**src/pcxd_pkg.sv**
```systemverilog
// Shared types, constants and helpers for the PCX planar run-length decoder.
`default_nettype none

package pcxd_pkg;

  localparam int MaxPlanes    = 4;
  localparam int MaxLineBytes = 4096;
  localparam int MaxRows      = 4096;

  localparam int PlaneCfgW = 3;
  localparam int LineW     = 13;
  localparam int RowW      = 13;
  localparam int PlaneIdxW = 2;
  localparam int RowIdxW   = 12;
  localparam int CountW    = 6;
  localparam int OffW      = 15;
  localparam int AddrW     = 26;
  localparam int CfgIdxW   = 2;
  localparam int CfgDataW  = 13;

  localparam logic [7:0] RunMark   = 8'hC0;
  localparam logic [7:0] CountMask = 8'h3F;

  localparam logic [CfgIdxW-1:0] RegPlaneCount   = 2'd0;
  localparam logic [CfgIdxW-1:0] RegBytesPerLine = 2'd1;
  localparam logic [CfgIdxW-1:0] RegRowCount     = 2'd2;

  typedef enum logic {
    ST_IDLE,
    ST_RUN
  } state_t;

  typedef struct packed {
    logic [7:0] code_byte;
    logic       restart;
  } in_item_t;

  typedef struct packed {
    logic [AddrW-1:0] pixel_address;
    logic [7:0]       pixel_value;
    logic             last;
    logic             image_done;
    logic             run_clipped;
  } out_item_t;

  typedef struct packed {
    logic cfg_write;
    logic accept;
    logic set_pending;
    logic clear_pending;
    logic start_run;
    logic emit_literal;
    logic emit_run;
  } ctrl_cmd_t;

  typedef struct packed {
    logic out_free;
    logic skip;
    logic pending;
    logic header;
    logic zero_run;
    logic run_last;
  } dp_status_t;

  function automatic logic [PlaneCfgW-1:0] clamp_planes(input logic [PlaneCfgW-1:0] v);
    logic [PlaneCfgW-1:0] r;
    r = v;
    if (v == '0) begin
      r = PlaneCfgW'(1);
    end else if (v > PlaneCfgW'(MaxPlanes)) begin
      r = PlaneCfgW'(MaxPlanes);
    end
    return r;
  endfunction

  function automatic logic [LineW-1:0] clamp_len(input logic [LineW-1:0] v,
                                                 input logic [LineW-1:0] hi);
    logic [LineW-1:0] r;
    r = v;
    if (v == '0) begin
      r = LineW'(1);
    end else if (v > hi) begin
      r = hi;
    end
    return r;
  endfunction

endpackage

`default_nettype wire

```
**src/pcxd_ctrl.sv**
```systemverilog
// Sequencer for the PCX decoder: takes requests and steps through run output.
`default_nettype none

module pcxd_ctrl (
  input  logic                clk,
  input  logic                rst,
  input  logic                in_valid,
  output logic                in_stall,
  input  logic                cfg_valid,
  output logic                cfg_ready,
  input  pcxd_pkg::dp_status_t st,
  output pcxd_pkg::ctrl_cmd_t  cmd
);

  pcxd_pkg::state_t state;
  pcxd_pkg::state_t state_next;

  always_ff @(posedge clk) begin
    if (rst) begin
      state <= pcxd_pkg::ST_IDLE;
    end else begin
      state <= state_next;
    end
  end

  always_comb begin
    state_next = state;
    cmd        = '0;
    in_stall   = 1'b1;
    cfg_ready  = 1'b0;
    unique case (state)
      pcxd_pkg::ST_IDLE: begin
        cfg_ready     = 1'b1;
        // register writes take precedence over requests
        in_stall      = !st.out_free || cfg_valid;
        cmd.cfg_write = cfg_valid;
        if (in_valid && st.out_free && !cfg_valid) begin
          cmd.accept = 1'b1;
          priority if (st.skip) begin
          end else if (st.pending) begin
            cmd.clear_pending = 1'b1;
            if (!st.zero_run) begin
              cmd.start_run = 1'b1;
              state_next    = pcxd_pkg::ST_RUN;
            end
          end else if (st.header) begin
            cmd.set_pending = 1'b1;
          end else begin
            cmd.emit_literal = 1'b1;
          end
        end
      end
      pcxd_pkg::ST_RUN: begin
        if (st.out_free) begin
          cmd.emit_run = 1'b1;
          if (st.run_last) begin
            state_next = pcxd_pkg::ST_IDLE;
          end
        end
      end
      default: begin
        state_next = pcxd_pkg::ST_IDLE;
      end
    endcase
  end

endmodule

`default_nettype wire

```
**src/pcxd_dp.sv**
```systemverilog
// Datapath for the PCX decoder: registers, position walk, addressing, output stage.
`default_nettype none

module pcxd_dp (
  input  logic                                 clk,
  input  logic                                 rst,
  input  pcxd_pkg::ctrl_cmd_t                   cmd,
  output pcxd_pkg::dp_status_t                  st,
  input  pcxd_pkg::in_item_t                    in_data,
  output logic                                 out_valid,
  input  logic                                 out_stall,
  output pcxd_pkg::out_item_t                   out_data,
  input  logic [pcxd_pkg::CfgIdxW-1:0]          cfg_index,
  input  logic [pcxd_pkg::CfgDataW-1:0]         cfg_data
);

  localparam int LineW  = pcxd_pkg::LineW;
  localparam int RowW   = pcxd_pkg::RowW;
  localparam int PlW    = pcxd_pkg::PlaneCfgW;
  localparam int OffW   = pcxd_pkg::OffW;
  localparam int AddrW  = pcxd_pkg::AddrW;
  localparam int CountW = pcxd_pkg::CountW;

  // clamped configuration
  logic [PlW-1:0]   pc;
  logic [LineW-1:0] bpl;
  logic [RowW-1:0]  rows;

  // position and run state
  logic [LineW-1:0]              col;
  logic [pcxd_pkg::PlaneIdxW-1:0] plane;
  logic [pcxd_pkg::RowIdxW-1:0]   row;
  logic [OffW-1:0]               col_off;
  logic [AddrW-1:0]              row_base;
  logic                          pending;
  logic [CountW-1:0]             pend_cnt;
  logic                          done;
  logic [CountW-1:0]             run_cnt;
  logic [7:0]                    run_value;
  logic                          run_clip;

  logic                          restart_now;
  logic [LineW-1:0]              col_cur;
  logic [pcxd_pkg::PlaneIdxW-1:0] plane_cur;
  logic [pcxd_pkg::RowIdxW-1:0]   row_cur;
  logic [OffW-1:0]               col_off_cur;
  logic [AddrW-1:0]              row_base_cur;
  logic                          done_cur;
  logic                          pending_cur;

  logic [OffW-1:0]   stride;
  logic [LineW-1:0]  col_inc;
  logic [PlW-1:0]    plane_inc;
  logic [RowW-1:0]   row_inc;
  logic              col_wrap;
  logic              plane_wrap;
  logic              row_wrap;
  logic              fin;
  logic              emit;
  logic [LineW-1:0]  remain;
  logic              clipped;
  logic [CountW-1:0] emit_cnt;
  logic              out_free;

  assign stride = OffW'(pc) * OffW'(bpl);

  assign restart_now  = cmd.accept && in_data.restart;
  assign col_cur      = restart_now ? '0 : col;
  assign plane_cur    = restart_now ? '0 : plane;
  assign row_cur      = restart_now ? '0 : row;
  assign col_off_cur  = restart_now ? '0 : col_off;
  assign row_base_cur = restart_now ? '0 : row_base;
  assign done_cur     = restart_now ? 1'b0 : done;
  assign pending_cur  = restart_now ? 1'b0 : pending;

  assign col_inc    = col_cur + LineW'(1);
  assign plane_inc  = {1'b0, plane_cur} + PlW'(1);
  assign row_inc    = {1'b0, row_cur} + RowW'(1);
  assign col_wrap   = (col_inc == bpl);
  assign plane_wrap = (plane_inc == pc);
  assign row_wrap   = (row_inc == rows);
  assign fin        = col_wrap && plane_wrap && row_wrap;
  assign emit       = cmd.emit_literal || cmd.emit_run;

  assign remain   = bpl - col;
  assign clipped  = LineW'(pend_cnt) > remain;
  assign emit_cnt = clipped ? remain[CountW-1:0] : pend_cnt;

  assign out_free = !out_valid || !out_stall;

  assign st.out_free = out_free;
  assign st.skip     = !in_data.restart && done;
  assign st.pending  = !in_data.restart && pending;
  assign st.header   = ((in_data.code_byte & pcxd_pkg::RunMark) == pcxd_pkg::RunMark);
  assign st.zero_run = (pend_cnt == '0);
  assign st.run_last = (run_cnt == CountW'(1));

  always_ff @(posedge clk) begin
    if (rst) begin
      pc       <= PlW'(3);
      bpl      <= LineW'(1);
      rows     <= RowW'(1);
      col      <= '0;
      plane    <= '0;
      row      <= '0;
      col_off  <= '0;
      row_base <= '0;
      pending  <= 1'b0;
      pend_cnt <= '0;
      done     <= 1'b0;
      run_cnt  <= '0;
    end else if (cmd.cfg_write) begin
      unique case (cfg_index)
        pcxd_pkg::RegPlaneCount:   pc   <= pcxd_pkg::clamp_planes(cfg_data[PlW-1:0]);
        pcxd_pkg::RegBytesPerLine: bpl  <= pcxd_pkg::clamp_len(cfg_data,
                                             LineW'(pcxd_pkg::MaxLineBytes));
        pcxd_pkg::RegRowCount:     rows <= pcxd_pkg::clamp_len(cfg_data,
                                             LineW'(pcxd_pkg::MaxRows));
        default: ;
      endcase
      if (cfg_index == pcxd_pkg::RegPlaneCount || cfg_index == pcxd_pkg::RegBytesPerLine
          || cfg_index == pcxd_pkg::RegRowCount) begin
        col      <= '0;
        plane    <= '0;
        row      <= '0;
        col_off  <= '0;
        row_base <= '0;
        pending  <= 1'b0;
        pend_cnt <= '0;
        done     <= 1'b0;
      end
    end else begin
      col      <= col_cur;
      plane    <= plane_cur;
      row      <= row_cur;
      col_off  <= col_off_cur;
      row_base <= row_base_cur;
      done     <= done_cur;
      pending  <= pending_cur;
      if (restart_now) begin
        pend_cnt <= '0;
      end
      if (cmd.set_pending) begin
        pending  <= 1'b1;
        pend_cnt <= in_data.code_byte[CountW-1:0] & pcxd_pkg::CountMask[CountW-1:0];
      end else if (cmd.clear_pending) begin
        pending  <= 1'b0;
        pend_cnt <= '0;
      end
      if (cmd.start_run) begin
        run_cnt <= emit_cnt;
      end else if (cmd.emit_run) begin
        run_cnt <= run_cnt - CountW'(1);
      end
      if (emit) begin
        if (!col_wrap) begin
          col     <= col_inc;
          col_off <= col_off_cur + OffW'(pc);
        end else begin
          col     <= '0;
          col_off <= '0;
          if (!plane_wrap) begin
            plane <= plane_inc[pcxd_pkg::PlaneIdxW-1:0];
          end else begin
            plane <= '0;
            if (!row_wrap) begin
              row      <= row_inc[pcxd_pkg::RowIdxW-1:0];
              row_base <= row_base_cur + AddrW'(stride);
            end else begin
              row      <= '0;
              row_base <= '0;
              done     <= 1'b1;
            end
          end
        end
      end
    end
  end

  always_ff @(posedge clk) begin
    if (cmd.start_run) begin
      run_value <= in_data.code_byte;
      run_clip  <= clipped;
    end
  end

  always_ff @(posedge clk) begin
    if (rst) begin
      out_valid <= 1'b0;
    end else if (emit) begin
      out_valid <= 1'b1;
    end else if (!out_stall) begin
      out_valid <= 1'b0;
    end
  end

  always_ff @(posedge clk) begin
    if (emit) begin
      out_data.pixel_address <= row_base_cur + AddrW'(plane_cur) + AddrW'(col_off_cur);
      out_data.pixel_value   <= cmd.emit_run ? run_value : in_data.code_byte;
      out_data.last          <= cmd.emit_run ? (run_cnt == CountW'(1)) : 1'b1;
      out_data.image_done    <= fin;
      out_data.run_clipped   <= cmd.emit_run ? run_clip : 1'b0;
    end
  end

`ifndef SYNTHESIS
  a_col_in_line: assert property (@(posedge clk) disable iff (rst) col < bpl)
    else $error("column walked past line end");
  a_plane_in_range: assert property (@(posedge clk) disable iff (rst)
    {1'b0, plane} < pc)
    else $error("plane index out of range");
  a_row_in_range: assert property (@(posedge clk) disable iff (rst)
    RowW'(row) < rows)
    else $error("row index out of range");
  a_run_nonzero: assert property (@(posedge clk) disable iff (rst)
    cmd.emit_run |-> run_cnt != '0)
    else $error("run output with empty counter");
  a_done_is_last: assert property (@(posedge clk) disable iff (rst)
    out_valid && out_data.image_done |-> out_data.last)
    else $error("image end not on final pixel of request");
`endif

endmodule

`default_nettype wire

```
**src/pcx_rle_planar_decoder.sv**
```systemverilog
// Top level of the PCX run-length decoder with plane-interleaved addressing.
`default_nettype none

// Decodes a PCX run-length byte stream into pixel bytes with their addresses in a
// plane-interleaved buffer. Each input request is one coded byte. A literal byte, a run
// header or a byte swallowed after image end is taken while the output register is free or
// being drained; a run value byte that yields N pixels holds the input stalled while the
// single output register delivers one pixel per cycle, as long as the output is not
// stalled. Runs are clipped at the end of the plane line. Once the image is complete,
// further bytes are swallowed until a restart request or a register write. Registers
// are clamped to their legal ranges when written and may be written only while idle;
// a register write offered in the same cycle as a request holds the request off for
// that cycle.
module pcx_rle_planar_decoder (
  input  logic                          clk,
  input  logic                          rst,
  input  logic                          in_valid,
  output logic                          in_stall,
  input  pcxd_pkg::in_item_t            in_data,
  output logic                          out_valid,
  input  logic                          out_stall,
  output pcxd_pkg::out_item_t           out_data,
  input  logic                          cfg_valid,
  output logic                          cfg_ready,
  input  logic [pcxd_pkg::CfgIdxW-1:0]  cfg_index,
  input  logic [pcxd_pkg::CfgDataW-1:0] cfg_data
);

  pcxd_pkg::ctrl_cmd_t  cmd;
  pcxd_pkg::dp_status_t st;

  pcxd_ctrl u_ctrl (
    .clk       (clk),
    .rst       (rst),
    .in_valid  (in_valid),
    .in_stall  (in_stall),
    .cfg_valid (cfg_valid),
    .cfg_ready (cfg_ready),
    .st        (st),
    .cmd       (cmd)
  );

  pcxd_dp u_dp (
    .clk       (clk),
    .rst       (rst),
    .cmd       (cmd),
    .st        (st),
    .in_data   (in_data),
    .out_valid (out_valid),
    .out_stall (out_stall),
    .out_data  (out_data),
    .cfg_index (cfg_index),
    .cfg_data  (cfg_data)
  );

endmodule

`default_nettype wire
```
**config.mk**
```make
export PLATFORM = sky130hd
export DESIGN_NAME = pcx_rle_planar_decoder
export DESIGN_NICKNAME = d
export VERILOG_FILES = /design/src/pcxd_pkg.sv /design/src/pcxd_ctrl.sv /design/src/pcxd_dp.sv /design/src/pcx_rle_planar_decoder.sv
export SDC_FILE = /design/constraint.sdc
export NUM_CORES = 1
export LEC_CHECK = 0
export BUFFER_PORTS_ARGS = -buffer_cell sky130_fd_sc_hd__buf_2
export CORE_MARGIN = 10
export CORE_UTILIZATION = 30
export DETAILED_ROUTE_END_ITERATION = 16
export HOLD_SLACK_MARGIN = 0.02
export SYNTH_ARGS = -nofsm -noshare
export SYNTH_HDL_FRONTEND = slang
export SYNTH_SLANG_ARGS = --single-unit
```
**constraint.sdc**
```tcl
create_clock -name clk -period 4.5 [get_ports clk]
set_input_delay 0.225 -clock clk [delete_from_list [all_inputs] [get_ports clk]]
set_output_delay 0.225 -clock clk [all_outputs]
set_load 0.05 [all_outputs]
```
==> results of run 1 <==
[through the flow]
step	cell area [sq um]	total power [uW]	setup TNS (ns)	utilization (%)
after floorplan	12350	1860	-0.003832	-
after global placement	13670	2046	0	33.55
after detailed placement	13670	2051	-0.2537	33.55
after CTS	14340	3575	0	35.21
after global routing	14490	3687	-0.9518	35.57
final	14490	3548	0	35.57
[metal layers]
metal	track usage [%]	part of all wire, %	vias up
met2	23.99	46	322
li1	-	-	5633
met5	0	0.071	-
met1	20.19	46	5548
met4	3.575	1.5	4
met3	3.164	5.9	40
[power by group]
part	leakage (uW)	total [uW]	internal, uW	switching, uW
clock	0.000290	1510	793	722
combinational	0.00427	525	184	341
sequential	0.00135	1510	1490	16.9
total	0.00591	3550	2470	1080
[cell type report]
| cell class | count | area [sq um] |
|---|---|---|
| Fill cell | 4162 | 26250 |
| Tap cell | 532 | 665.6 |
| Inverter | 84 | 315.3 |
| Multi-Input combinational cell | 1172 | 8120 |
| Sequential cell | 159 | 3662 |
| Timing Repair Buffer | 170 | 1139 |
| Clock inverter | 15 | 165.2 |
| Clock buffer | 17 | 425.4 |
[final timing paths]
path                    startpoint                 to  slack (ns)
setup / recovery        u_dp.pc[2]  u_dp.row_base[19]        0.11
hold / removal           out_stall     u_dp.out_valid        0.08
setup reg to reg        u_dp.pc[2]  u_dp.row_base[19]        0.11
hold reg to reg   u_dp.row_base[1]   u_dp.row_base[1]        0.44
[registers in the layout (all words and copies together) (netlist names)]
| register | count |
|---|---|
| u_dp.done | 1 |
| u_dp.out_valid | 1 |
| u_dp.col | 13 |
| u_dp.col_off | 15 |
| u_dp.bpl | 13 |
| u_dp.pc | 3 |
| u_dp.row | 12 |
| u_dp.plane | 2 |
| u_dp.run_value | 8 |
| u_dp.rows | 13 |
| u_dp.pending | 1 |
| u_dp.pend_cnt | 6 |
| u_dp.out_data | 37 |
| u_ctrl.state | 1 |
| u_dp.row_base | 26 |
| u_dp.run_cnt | 6 |
| u_dp.run_clip | 1 |
[critical path, delay by kind of cell, from the launching register on]
| family | cells | cell delay, ns |
|---|---|---|
| buffers and inverters | 4 | 0.36 |
| XOR/XNOR | 1 | 0.15 |
| AO/OA/AOI/OAI | 7 | 1.25 |
| adder cells (fa/ha/maj) | 3 | 1.21 |
| flip-flops | 1 | 0.38 |
| AND/OR/NAND/NOR | 7 | 0.93 |
[logic make-up after synthesis]
logic type      Yosys count  share of synthesized area [%]
xor+xnor                 85                          6.048
mux                      22                          1.901
fa+ha+maj               102                          11.47
flops                   159                          29.60
compound gates          353                          19.49
buf+inv                 161                          5.642
simple gates            610                          25.86
[cell usage in the layout, fill, tap and decap left out, drive strengths merged, types with 9 or more instances in the layout]
master,n
nor2b,21
o21ai,56
nand3,60
buf,162
xnor2,54
clkbuf,17
and3,27
a22o,9
inv,95
a31oi,18
edfxtp,46
mux2,11
nor2,99
ha,84
o211ai,13
nand4,23
o21a,12
a21oi,94
fa,18
a211oi,14
nor3,48
a21o,16
o21bai,10
o22ai,10
nand2,189
a22oi,15
or3,18
nor4,20
mux2i,11
and2,45
and4,9
a31o,10
nand2b,11
a32oi,9
xor2,31
dfxtp,113
[what timing repair did]
| action | 4_1_cts | 5_1_grt |
|---|---|---|
| pin swaps | 0 | 26 |
| gates resized for setup | 3 | 36 |
| buffers inserted | 0 | 5 |
| hold endpoints to repair | 8 | 0 |
| hold buffers | 8 | 0 |
| setup endpoints to repair | 6 | 45 |
==> metrics.csv, run 1 <==
metric,value,unit
status,"finished, final reports clean",
synth.largest_area_cell,dfxtp_1,
cp.arrival,4.73,ns
place_inst,2104,
synth_top_area_share,18.38,%
setup_slack,0.1136,ns
grt_usage,15.02,%
routed_wl,37970,um
cp_max_fo,11,
area_growth,17.74,%
drive_above_1_share,16.94,%
port_buffers,68,
drtPass1Iterations,8,
syn_area,12310,sq um
synth.most_common_cell,nand2_1,
cpMaxStageDelayCell,fa_1,
grt_pass1_wl,61040,um
worst_hold_path.num_cells,3,
synth_common_cells,"nand2_1 (189), dfxtp_1 (113), nor2_1 (99), a21oi_1 (94)",
min_path_type,in2reg,
powerDensity,244.8,nW/um^2
htree_levels,4,
skew,0.01435,ns
yosysWarningCount,0,
viasPerCell,5.373,
routedWlPerCell,17.67,um
pin_count,69,
worst_pin_slew,1.038,ns
hpwl,29010,um
die_x,222.6,um
vias,11550,
yosys-top-cells-area,"dfxtp_1 (18%), edfxtp_1 (11%), ha_1 (8.5%)",
critPathMaxStageDelay,0.53,ns
ys_ff_latch,159,
gp_congestion,0.9235,
clock-sinks,159,
grt_max_degree,52,
worst_ir_drop_vdd,0.2427,mV
min_period_over_period,97.48,%
grt_remaining_overflow,0,
clock_latency,0.45,ns
grt_pass1_vias,11190,
pre_cts_slack,-0.06103,ns
syn_area_per_cell,8.250,sq um
drc_errors,0,
start_kind,register,
synth_edf_count,46,
cts_buffers,17,
num_rows,74,
ant_nets,0,
finalNonFillerCells,2149,
async_flop_share,0,%
path_class,reg2reg,
end_kind,register,
die_h,222.6,um
cp_cell_sequence,buf_4 -> nand2_1 -> fa_1 -> inv_1 -> ha_1 -> inv_1 -> o21ai_1 -> a21oi_2 -> nor2b_2 -> o2111ai_1 -> nand3_1 -> o41a_1 -> xor2_1 -> ha_1 -> inv_2 -> nor2_1 -> nor2_1 -> o21ai_1 -> a21oi_2 -> or3_4 -> o211ai_1 -> nand2_1,
fp.dieArea,49530,sq um
leakage,0.005911,uW
relSlewSlack,30.37,%
yosysSeqAreaShare,29.60,%
cts_buffer_depth,2,
antenna_found_initial,2,
ys_types,94,
reg2regPathDepth,22,
setup_viol,0,
clockRootBuffer,clkbuf_16,
cp.required,4.85,ns
tritoncts,built,
nNetsFinal,1735,
rsz0062_at_grt,yes,
fp.coreArea,40740,sq um
synthFlopType,dfxtp_1,
diodes,0,
first_iter_violations,885,
slew_viol_final,0,
finalCriticalPeriod,4.386,ns
syn_nets,1623,
hold_violations,0,
hold_ws,0.08402,ns
clkTransAtPathRegs,0.08,ns
synthesis.instances,1492,
drv_cap,0,
start_util,30.21,%
fmax,228.0,MHz
Power figures use the tool's default switching activity.
==> run 2, diff against run 1 <==
==> constraint.sdc (replaced) <==
create_clock -name clk -period 4.5 [get_ports clk]
set_input_delay 0.675 -clock clk [delete_from_list [all_inputs] [get_ports clk]]
set_output_delay 0.675 -clock clk [all_outputs]
set_load 0.05 [all_outputs]
==> run 2 against run 1 <==
Largest power group is now clock. Worst hold slack gained 0.35 ns. Clock-buffer cell count grew 5. Via count grew 0.51%.
==> metrics.csv, run 2 (same netlist as run 1, synthesis figures left out) <==
metric,value,unit
min_from,in_data[1],
min_period_over_period,96.49,%
num_rows,74,
clkTransAtPathRegs,0.08,ns
fmax,230.3,MHz
routed_wl,38150,um
p_total,3634,uW
drv_cap,0,
crit_start,u_dp.pc[0],
layout_common_cells,"nand2_1 (185), buf_4 (105), dfxtp_1 (105), nor2_1 (97), a21oi_1 (87)",
r2r_slack,0.16,ns
p_sw_share,28.77,%
p_int,2589,uW
path_class,reg2reg,
start_util,30.21,%
layout_commonest_cell,nand2_1,
start_kind,register,
slew_viol_final,0,
diodes,0,
first_iter_violations,990,
skew,0.01793,ns
cts-hold-fix-buffers,0,
hold_ws,0.4345,ns
powerDensity,248.5,nW/um^2
drc_errors,0,
leakage,0.005976,uW
grt_remaining_overflow,0,
port_buffers,68,
routedWlPerCell,17.70,um
grt_pass1_vias,11000,
reg2regPathDepth,22,
worst_pin_slew,1.053,ns
tritoncts,built,
setup_viol,0,
r2r_end,u_dp.row_base[19],
fp.coreArea,40740,sq um
clockPowerShare,43.7,%
antenna_found_initial,2,
cp.arrival,4.69,ns
cp.required,4.85,ns
end_kind,register,
largest_register,u_dp.out_data,
power.net_switching,1045,uW
drtPass1Iterations,5,
hold_violations,0,
clock-sinks,159,
min_path_type,in2reg,
area_growth,18.79,%
hpwl,29270,um
cts_buffer_depth,2,
die_x,222.6,um
vias,11610,
reg_top3,"u_dp.out_data (37), u_dp.row_base (26), u_dp.col_off (15)",
ant_nets,0,
fp.dieArea,49530,sq um
power_frac_seq,41.5,%
combinationalPowerShare,14.8,%
die_h,222.6,um
viasPerCell,5.386,
status,"finished, final reports clean",
gp_congestion,0.9112,
r2r_start,u_dp.pc[0],
relSlewSlack,29.34,%
worst_ir_drop_vdd,0.2510,mV
setup_slack,0.1580,ns
post-route-util,35.89,%
largest_register_ffs,37,
pre_cts_slack,-0.1884,ns
clock_latency,0.46,ns
grt_max_degree,48,
htree_levels,4,
grt_usage,15.03,%
finalCriticalPeriod,4.342,ns
clockRootBuffer,clkbuf_16,
worst_hold_path.num_cells,1,
nNetsFinal,1741,
cp_max_fo,6,
final.fill_count,4256,
tns,0,ns
cts_buffers,17,
drive_above_1_share,18.24,%
grt_pass1_wl,61020,um
crit_end,u_dp.row_base[19],
pin_count,69,
rsz0062_at_grt,yes,
## run 2: worst min-delay path by stage
stage / endpoint
finish: u_dp.run_value[0]
global route: u_dp.run_value[7]
CTS: u_dp.run_value[0]
detailed placement: u_dp.row_base[7]
global placement: u_dp.row_base[6]
floorplan: u_dp.row_base[6]
## run 2: power groups by stage
stage               sequential [uW]  combinational [uW]  clock, uW
global placement               1540                 516          0
floorplan                      1580                 284          0
global route                   1510                 581       1680
CTS                            1510                 523       1620
detailed placement             1540                 520          0
finish                         1510                 538       1590
## run 2: layer usage
metal	part of all wire, %	global-route usage [%]	vias to the layer above
met4	1.4	3.923	4
met3	5.3	2.363	42
met5	0.071	0	-
met2	47	24.55	348
li1	-	-	5655
met1	46	20.14	5557
## run 2: final cells by class
type                            count  area (sq um)  share of cell area [%]
Sequential cell                   159          3669                   25.09
Inverter                           84         315.3                   2.156
Timing Repair Buffer              176          1189                   8.129
Clock buffer                       22         528.0                   3.611
Tap cell                          532         665.6                   4.552
Clock inverter                     10         105.1                  0.7187
Multi-Input combinational cell   1172          8152                   55.75
## run 2: stage by stage
step	instance area, sq um	instances
after floorplan	12400	1492
after global placement	13800	2116
after detailed placement	13800	2116
after CTS	14440	2148
after global routing	14620	2155
final	14620	2155
## run 2: worst max-delay path: stages (launching register included)
cell and delay (ns):
dfxtp_4 0.39, nand2_4 0.05, fa_1 0.56, inv_1 0.05, ha_1 0.26, a21o_1 0.17, a21oi_2 0.15, o21ai_2 0.08
a21oi_2 0.13, nor2b_1 0.07, o2111ai_1 0.19, nand3_1 0.13, o41a_1 0.40, xor2_1 0.18, ha_1 0.36, inv_2 0.05
nor2_1 0.08, nor2_1 0.04, o21ai_1 0.11, a21oi_2 0.12, or3_4 0.42, o211ai_1 0.18, nand2_1 0.06
## run 2: repair_timing
item | CTS | global route
setup buffers | 0 | 7
endpoints found under the setup margin | 4 | 21
gates resized for setup | 2 | 40
pin swaps | 0 | 34
